File: config.mk
export PLATFORM = sky130hd
export DESIGN_NAME = sonar_variance_gate_filter
export DESIGN_NICKNAME = d
export VERILOG_FILES = /design/src/rtl/core/svgf_pkg.sv /design/src/rtl/core/sonar_variance_gate_filter.sv
export SDC_FILE = /design/constraint.sdc
export NUM_CORES = 2
export LEC_CHECK = 0
export BUFFER_PORTS_ARGS = -buffer_cell sky130_fd_sc_hd__buf_2
export CAP_MARGIN = 20
export CORE_ASPECT_RATIO = 1.75
export CORE_MARGIN = 3
export CORE_UTILIZATION = 50
export CTS_CLUSTER_DIAMETER = 80
export DETAILED_ROUTE_END_ITERATION = 10
export PLACE_DENSITY_LB_ADDON = 0.15
export SLEW_MARGIN = 20
export SYNTH_ARGS = -nofsm -noshare
export SYNTH_HDL_FRONTEND = slang
export SYNTH_SLANG_ARGS = --single-unit
File: constraint.sdc
create_clock -name clk -period 7.7 [get_ports clk]
set_clock_uncertainty 0.05 [all_clocks]
set_input_delay 1.54 -clock clk [delete_from_list [all_inputs] [get_ports clk]]
set_output_delay 1.54 -clock clk [all_outputs]
set_load 0.02 [all_outputs]
File: src/rtl/core/svgf_pkg.sv
`timescale 1ns / 1ps

package svgf_pkg;

    // fixed widths of the port fields
    localparam int RANGE_W     = 16;
    localparam int THRESH_W    = 20;
    localparam int MARGIN_W    = 16;
    localparam int CFG_INDEX_W = 4;
    localparam int CFG_DATA_W  = THRESH_W;

    typedef logic [CFG_INDEX_W-1:0] cfg_index_t;

    // register indexes on the configuration port
    localparam cfg_index_t CFG_VAR_THRESHOLD = cfg_index_t'(0);
    localparam cfg_index_t CFG_JUMP_MARGIN   = cfg_index_t'(1);

    // reset values: 0.01 m^2 and 0.1 m
    localparam logic [THRESH_W-1:0] THRESH_RESET = THRESH_W'(10000);
    localparam logic [MARGIN_W-1:0] MARGIN_RESET = MARGIN_W'(100);

endpackage

File: src/rtl/core/sonar_variance_gate_filter.sv
`timescale 1ns / 1ps

// Variance-gated outlier filter for sonar range samples. Each sample beat is
// shifted into a window of the last WINDOW_LEN samples; running sum and sum of
// squares are kept up to date at acceptance, so the window variance is tested
// exactly as N*sum(x^2) - (sum x)^2 < N*(N-1)*variance_threshold. A steady
// window makes the new sample the valid range; otherwise the sample is taken
// only if it lies strictly within jump_margin of the last range taken from a
// steady window. Until the window is full, samples are stored and the held
// range is reported with window_full and sample_accepted low. The block takes
// one sample per cycle while out_ready does not hold it back: the window/sum
// stage loads with the sample, then a multiply stage, a compare stage and the
// decision stage that owns the range state and the result register. Exactly
// one result beat per sample. Configuration is to be written through cfg_*
// only while idle (the block does not enforce this); cfg_ready is always high.
module sonar_variance_gate_filter
    import svgf_pkg::*;
#(
    parameter int WINDOW_LEN  = 5,
    parameter int SAMPLE_BITS = 16
)
(
    input  logic                   clk,
    input  logic                   rst_n,

    input  logic                   cfg_valid,
    output logic                   cfg_ready,
    input  logic [CFG_INDEX_W-1:0] cfg_index,
    input  logic [CFG_DATA_W-1:0]  cfg_data,

    input  logic                   in_valid,
    output logic                   in_ready,
    input  logic [RANGE_W-1:0]     range_sample,

    output logic                   out_valid,
    input  logic                   out_ready,
    output logic [RANGE_W-1:0]     filtered_range,
    output logic                   window_full,
    output logic                   sample_accepted
);

    localparam int FILL_W     = $clog2(WINDOW_LEN + 1);
    localparam int SUM_W      = SAMPLE_BITS + $clog2(WINDOW_LEN);
    localparam int SQ_W       = 2 * SAMPLE_BITS + $clog2(WINDOW_LEN);
    localparam int VAR_W      = 2 * SUM_W;
    localparam int PAIR_COUNT = WINDOW_LEN * (WINDOW_LEN - 1);
    localparam int THR_TERM_W = THRESH_W + $clog2(PAIR_COUNT + 1);
    localparam int CMP_W      = (VAR_W > THR_TERM_W) ? VAR_W : THR_TERM_W;
    localparam int DIST_W     = (SAMPLE_BITS > MARGIN_W) ? SAMPLE_BITS : MARGIN_W;

    // configuration
    logic [THRESH_W-1:0]    thresh_reg;
    logic [MARGIN_W-1:0]    margin_reg;

    // window state
    logic [SAMPLE_BITS-1:0] window_reg [WINDOW_LEN];
    logic [FILL_W-1:0]      fill_reg;
    logic [SUM_W-1:0]       sum_reg;
    logic [SQ_W-1:0]        sumsq_reg;

    // stage 1
    logic                   s1_valid_reg;
    logic [SAMPLE_BITS-1:0] s1_sample_reg;
    logic                   s1_full_reg;

    // stage 2
    logic                   s2_valid_reg;
    logic [SAMPLE_BITS-1:0] s2_sample_reg;
    logic                   s2_full_reg;
    logic [CMP_W-1:0]       sum_sq_reg;
    logic [CMP_W-1:0]       n_sumsq_reg;
    logic [CMP_W-1:0]       thr_term_reg;

    // stage 3
    logic                   s3_valid_reg;
    logic [SAMPLE_BITS-1:0] s3_sample_reg;
    logic                   s3_full_reg;
    logic                   steady_reg;

    // decision stage and result register
    logic                   out_valid_reg;
    logic [SAMPLE_BITS-1:0] valid_range_reg;
    logic [SAMPLE_BITS-1:0] last_valid_reg;
    logic                   window_full_reg;
    logic                   accepted_reg;

    logic                   out_adv;
    logic                   s3_ready;
    logic                   s2_ready;
    logic                   s1_ready;
    logic                   in_fire;

    logic [SAMPLE_BITS-1:0] in_sample;
    logic [2*SAMPLE_BITS-1:0] new_sq;
    logic [2*SAMPLE_BITS-1:0] old_sq;
    logic [SUM_W-1:0]       sum_next;
    logic [SQ_W-1:0]        sumsq_next;
    logic [FILL_W-1:0]      fill_next;

    logic [SAMPLE_BITS-1:0] jump_dist;
    logic                   near;
    logic [SAMPLE_BITS-1:0] valid_range_next;
    logic [SAMPLE_BITS-1:0] last_valid_next;
    logic                   accepted_next;

    // ready chain lets bubbles collapse
    assign out_adv  = !out_valid_reg || out_ready;
    assign s3_ready = !s3_valid_reg || out_adv;
    assign s2_ready = !s2_valid_reg || s3_ready;
    assign s1_ready = !s1_valid_reg || s2_ready;
    assign in_ready = s1_ready;
    assign in_fire  = in_valid && s1_ready;

    assign cfg_ready = 1'b1;

    always_ff @(posedge clk or negedge rst_n)
    begin
        if (!rst_n)
        begin
            thresh_reg <= THRESH_RESET;
            margin_reg <= MARGIN_RESET;
        end
        else if (cfg_valid)
        begin
            case (cfg_index)
                CFG_VAR_THRESHOLD: thresh_reg <= cfg_data;
                CFG_JUMP_MARGIN:   margin_reg <= cfg_data[MARGIN_W-1:0];
                default:           ;
            endcase
        end
    end

    // stage 1: shift window, update running sums
    always_comb
    begin
        in_sample  = SAMPLE_BITS'(range_sample);
        new_sq     = (2*SAMPLE_BITS)'(in_sample) * (2*SAMPLE_BITS)'(in_sample);
        old_sq     = (2*SAMPLE_BITS)'(window_reg[0]) * (2*SAMPLE_BITS)'(window_reg[0]);
        sum_next   = sum_reg + SUM_W'(in_sample) - SUM_W'(window_reg[0]);
        sumsq_next = sumsq_reg + SQ_W'(new_sq) - SQ_W'(old_sq);
        if (fill_reg < FILL_W'(WINDOW_LEN))
            fill_next = fill_reg + FILL_W'(1);
        else
            fill_next = fill_reg;
    end

    always_ff @(posedge clk or negedge rst_n)
    begin
        if (!rst_n)
        begin
            for (int i = 0; i < WINDOW_LEN; i++)
                window_reg[i] <= '0;
            fill_reg  <= '0;
            sum_reg   <= '0;
            sumsq_reg <= '0;
        end
        else if (in_fire)
        begin
            for (int i = 0; i < WINDOW_LEN - 1; i++)
                window_reg[i] <= window_reg[i+1];
            window_reg[WINDOW_LEN-1] <= in_sample;
            fill_reg  <= fill_next;
            sum_reg   <= sum_next;
            sumsq_reg <= sumsq_next;
        end
    end

    always_ff @(posedge clk or negedge rst_n)
    begin
        if (!rst_n)
            s1_valid_reg <= 1'b0;
        else if (s1_ready)
            s1_valid_reg <= in_valid;
    end

    always_ff @(posedge clk)
    begin
        if (in_fire)
        begin
            s1_sample_reg <= in_sample;
            s1_full_reg   <= (fill_next == FILL_W'(WINDOW_LEN));
        end
    end

    // stage 2: products
    always_ff @(posedge clk or negedge rst_n)
    begin
        if (!rst_n)
            s2_valid_reg <= 1'b0;
        else if (s2_ready)
            s2_valid_reg <= s1_valid_reg;
    end

    always_ff @(posedge clk)
    begin
        if (s2_ready && s1_valid_reg)
        begin
            s2_sample_reg <= s1_sample_reg;
            s2_full_reg   <= s1_full_reg;
            sum_sq_reg    <= CMP_W'(sum_reg) * CMP_W'(sum_reg);
            n_sumsq_reg   <= CMP_W'(sumsq_reg) * CMP_W'(WINDOW_LEN);
            thr_term_reg  <= CMP_W'(thresh_reg) * CMP_W'(PAIR_COUNT);
        end
    end

    // stage 3: variance test, n*sumsq never falls below sum^2
    always_ff @(posedge clk or negedge rst_n)
    begin
        if (!rst_n)
            s3_valid_reg <= 1'b0;
        else if (s3_ready)
            s3_valid_reg <= s2_valid_reg;
    end

    always_ff @(posedge clk)
    begin
        if (s3_ready && s2_valid_reg)
        begin
            s3_sample_reg <= s2_sample_reg;
            s3_full_reg   <= s2_full_reg;
            steady_reg    <= (n_sumsq_reg - sum_sq_reg) < thr_term_reg;
        end
    end

    // decision stage
    always_comb
    begin
        if (last_valid_reg > s3_sample_reg)
            jump_dist = last_valid_reg - s3_sample_reg;
        else
            jump_dist = s3_sample_reg - last_valid_reg;
        near = DIST_W'(jump_dist) < DIST_W'(margin_reg);

        valid_range_next = valid_range_reg;
        last_valid_next  = last_valid_reg;
        accepted_next    = 1'b0;
        if (s3_full_reg)
        begin
            if (steady_reg)
            begin
                valid_range_next = s3_sample_reg;
                last_valid_next  = s3_sample_reg;
                accepted_next    = 1'b1;
            end
            else if (near)
            begin
                valid_range_next = s3_sample_reg;
                accepted_next    = 1'b1;
            end
        end
    end

    always_ff @(posedge clk or negedge rst_n)
    begin
        if (!rst_n)
        begin
            out_valid_reg   <= 1'b0;
            valid_range_reg <= '0;
            last_valid_reg  <= '0;
            window_full_reg <= 1'b0;
            accepted_reg    <= 1'b0;
        end
        else if (out_adv)
        begin
            out_valid_reg <= s3_valid_reg;
            if (s3_valid_reg)
            begin
                valid_range_reg <= valid_range_next;
                last_valid_reg  <= last_valid_next;
                window_full_reg <= s3_full_reg;
                accepted_reg    <= accepted_next;
            end
        end
    end

    assign out_valid       = out_valid_reg;
    assign filtered_range  = RANGE_W'(valid_range_reg);
    assign window_full     = window_full_reg;
    assign sample_accepted = accepted_reg;

endmodule
==> results.py <==
metrics = {
    "place": {
        "port_buffers": 64,
        "dp_hpwl_mm": 100.2,
        "place.gp.congestion": 0.9075,
        "place_ws_ps": -889.8,
        "placed_area_sq_mm": 0.05048,
        "placed_cells": 6311,
    },
    "die": {
        "die_h_um": 410.2,
        "io_pins": 66,
        "start_util_pct": 50.65,
        "coreArea_sq_mm": 0.09215,
        "die_w_um": 236.9,
        "row_count": 147,
        "die_area_sq_mm": 0.09718,
    },
    "global_routing": {
        "antenna_found_initial": 1,
        "grt_pass1_wl_mm": 190.7,
        "grt_usage_pct": 25.17,
        "gr-total-overflow": 0,
        "grt_max_degree": 139,
        "grt_pass1_vias": 36690,
    },
    "synth": {
        "yosys_register_bits": 361,
        "syn_area_sq_mm": 0.04667,
        "synth_edf_count": 150,
        "synth_cells": 4888,
        "ys.warnings.count": 0,
        "yosys-top-cells-area": "fa_1, ha_1, dfrtp_1, inv_1, edfxtp_1",
        "synth_top_area_cell": "fa_1",
        "syn_nets": 6189,
        "synth_top_area_share_pct": 30.03,
        "synth_ff_type": "dfrtp_1",
        "synth_seq_area_share_pct": 20.99,
        "synth_cell_types": 83,
        "synthArstFlopShare_pct": 58.45,
        "syn_area_per_cell_sq_um": 9.548,
    },
    "detailed_routing": {
        "route.detailed.drc": 0,
        "viasPerCell": 5.231,
        "drt_wl_total_mm": 118.6,
        "ant_nets": 0,
        "drt_first_pass_iters": 5,
        "post_drt_wl_per_cell_um": 18.50,
        "vias": 33520,
        "first_iter_violations": 1392,
    },
    "clocking": {
        "cts_hold_buf": 0,
        "clk_pin_slew_ps": 60,
        "numCtsBuffers": 41,
        "cts_sinks": 361,
        "clk_path_buf_depth": 3,
        "htree_levels": 2,
        "clock_latency_ps": 600,
        "cts_tree": "built",
        "clockRootBuffer": "clkbuf_16",
    },
    "sta": {
        "worst-slew-pin-transition_ps": 981.7,
        "fin_crit_sh_pct": 100.7,
        "relSlewSlack_pct": 34.55,
        "rsz0062_at_grt": "yes",
        "finalCriticalPeriod_ps": 7752,
        "drv_slew": 0,
        "setup_slack_ps": -52.14,
        "fmax_mhz": 129.0,
        "setup_viol": 1,
        "hold_viol": 0,
    },
    "cells_and_area": {
        "drive_above_1_share_pct": 12.89,
        "final_nets": 6483,
        "final_cells": 6408,
        "largest_reg_flops": 80,
        "multi_input_area_sq_mm": 0.03229,
        "seqCellArea_sq_mm": 0.009794,
        "design_area_sq_mm": 0.05255,
        "n_fill_cell": 8291,
        "syn_to_final_growth_pct": 12.60,
    },
    "setup_path": {
        "cp.arrival_ps": 8180,
        "crit_path_end_kind": "flop",
        "crit_fanout": 6,
        "cp.required_ps": 8130,
        "rr_worst_depth": 28,
        "path_class": "primary input to flop",
        "start_kind": "primary input",
        "timing.rr.start": "window_reg[68]",
        "rrSetupSlack_ps": 110,
        "reg2reg_to": "sumsq_reg[34]",
    },
    "status": {
        "outcome": "finished with violations",
        "violations": "negative setup slack",
    },
    "hold_path": {
        "hold_depth": 0,
        "hp-start": "s1_sample_reg[6]",
        "min_to": "s2_sample_reg[6]",
        "min_path_type": "flop to flop",
    },
    "job": {
        "max-cap-violations": 0,
    },
}
-- what timing repair did --
action | 4_1_cts | 5_1_grt
resized for setup | 68 | 90
endpoints found under the setup margin | 10 | 13
setup buffers | 13 | 8
pin swaps | 49 | 42
-- worst max-delay path: stages --
cell and delay, ps:
buf_12 120, buf_8 130, nand2_4 50, inv_2 40, fa_1 540, inv_2 50
fa_1 540, inv_2 40, fa_1 480, fa_1 520, fa_1 560, fa_1 430
fa_1 510, inv_2 40, fa_1 530, inv_2 60, ha_4 300, buf_6 110
nand2_4 50, or2_4 240, o21ai_4 140, o211ai_1 160, a41o_1 230, a21boi_2 230
or2_4 190, and3_4 190, nor3_4 40, xnor2_1 130
-- cells by family after synthesis --
family	synth area share, %
buf+inv	10.91
simple gates	9.746
mux	1.665
compound gates	8.394
fa+ha+maj	44.93
xor+xnor	3.359
other cells	0.008035
flops	20.99
-- layer usage --
layer / global-route usage (%) / up-vias / wire length (um)
met2: 49.04 / 603 / 66550
met4: 13.64 / 0 / 7785
met1: 26.34 / 16880 / 41070
met3: 2.036 / 320 / 3173
met5: 0 / - / 0
li1: - / 15720 / -
-- Yosys cell counts, types with 4 or more instances --
library cell	number
o211ai_1	10
or4_1	4
clkinv_1	11
a221oi_1	7
nor4_1	6
ha_1	556
nand2b_1	22
and2_1	48
o31a_1	4
nor2_1	253
o21ai_1	6
a21o_1	107
inv_2	4
o41ai_1	4
fa_1	700
o21ai_0	163
nor2b_1	17
and3_1	11
o2111ai_1	5
edfxtp_1	150
mux2_2	61
nand4_1	20
a211oi_1	16
nor3_1	26
dfstp_2	8
xnor2_1	115
o21a_1	25
a41oi_1	5
clkbuf_1	111
o21bai_1	29
dfrtp_1	203
inv_1	1223
mux2i_1	9
a21boi_0	7
a31o_2	5
a211o_1	8
or3_1	18
o31ai_1	7
a31oi_1	14
nand2_1	569
nand3_1	41
xor2_1	64
or2_2	12
a21oi_1	149
-- through the flow --
| stage | setup TNS, ps | hold WS (ps) | utilization (%) |
|---|---|---|---|
| after global placement | -11210 | 350.8 | 54.78 |
| after floorplan | -1139 | 350.3 | - |
| final | -52.14 | 357.0 | 57.03 |
| after detailed placement | -12270 | 354.5 | 54.78 |
| after global routing | -1835 | 358.4 | 57.03 |
| after CTS | -158.8 | 359.2 | 56.68 |
-- cell usage in the layout (no fill, tap or decap), types with 9 or more instances in the layout --
master	synthesis	layout
dfrtp_1	203	203
o211ai_1	10	10
o21ai_1	6	18
nand2b_1	22	22
nand3_1	41	40
edfxtp_1	150	150
xnor2_1	115	114
clkbuf_16	0	43
mux2_2	61	61
fa_1	700	686
xor2_1	64	64
fa_2	0	14
nor2b_1	17	17
clkinv_1	11	15
buf_4	1	284
buf_6	0	20
a31oi_1	14	12
o21ai_0	163	148
nor2_2	0	9
o21bai_1	29	28
or3_1	18	18
mux2i_1	9	9
inv_1	1223	1185
ha_1	556	545
o21a_1	25	24
a21oi_1	149	143
and2_1	48	47
a21o_1	107	107
nand2_1	569	551
nor2_1	253	237
or2_2	12	10
and3_1	11	10
a211oi_1	16	15
buf_2	3	51
nand2_2	0	10
inv_2	4	36
nor3_1	26	24
nand4_1	20	20
ha_4	0	10
-- how the worst max path moves through the flow --
stage	from	to	slack [ps]	cells after the start
floorplan	range_sample[14]	sumsq_reg[34]	-260	27
global placement	range_sample[2]	sumsq_reg[29]	-840	27
detailed placement	range_sample[2]	sumsq_reg[33]	-890	27
CTS	range_sample[12]	sumsq_reg[34]	-40	29
global route	range_sample[2]	sumsq_reg[33]	-260	30
finish	range_sample[2]	sumsq_reg[34]	-50	28
-- final cells by class --
| type | instances | share of cell area, % |
|---|---|---|
| Inverter | 1238 | 8.974 |
| Tap cell | 1192 | 2.838 |
| Timing Repair Buffer | 367 | 5.390 |
| Clock inverter | 28 | 0.5690 |
| Antenna cell | 1 | 0.004762 |
| Clock buffer | 48 | 2.140 |
| Multi-Input combinational cell | 3173 | 61.45 |
| Sequential cell | 361 | 18.64 |
Power is left out: the tool's default activity adds up to more than one toggle a clock period on the data nets, which glitch-free logic cannot reach.
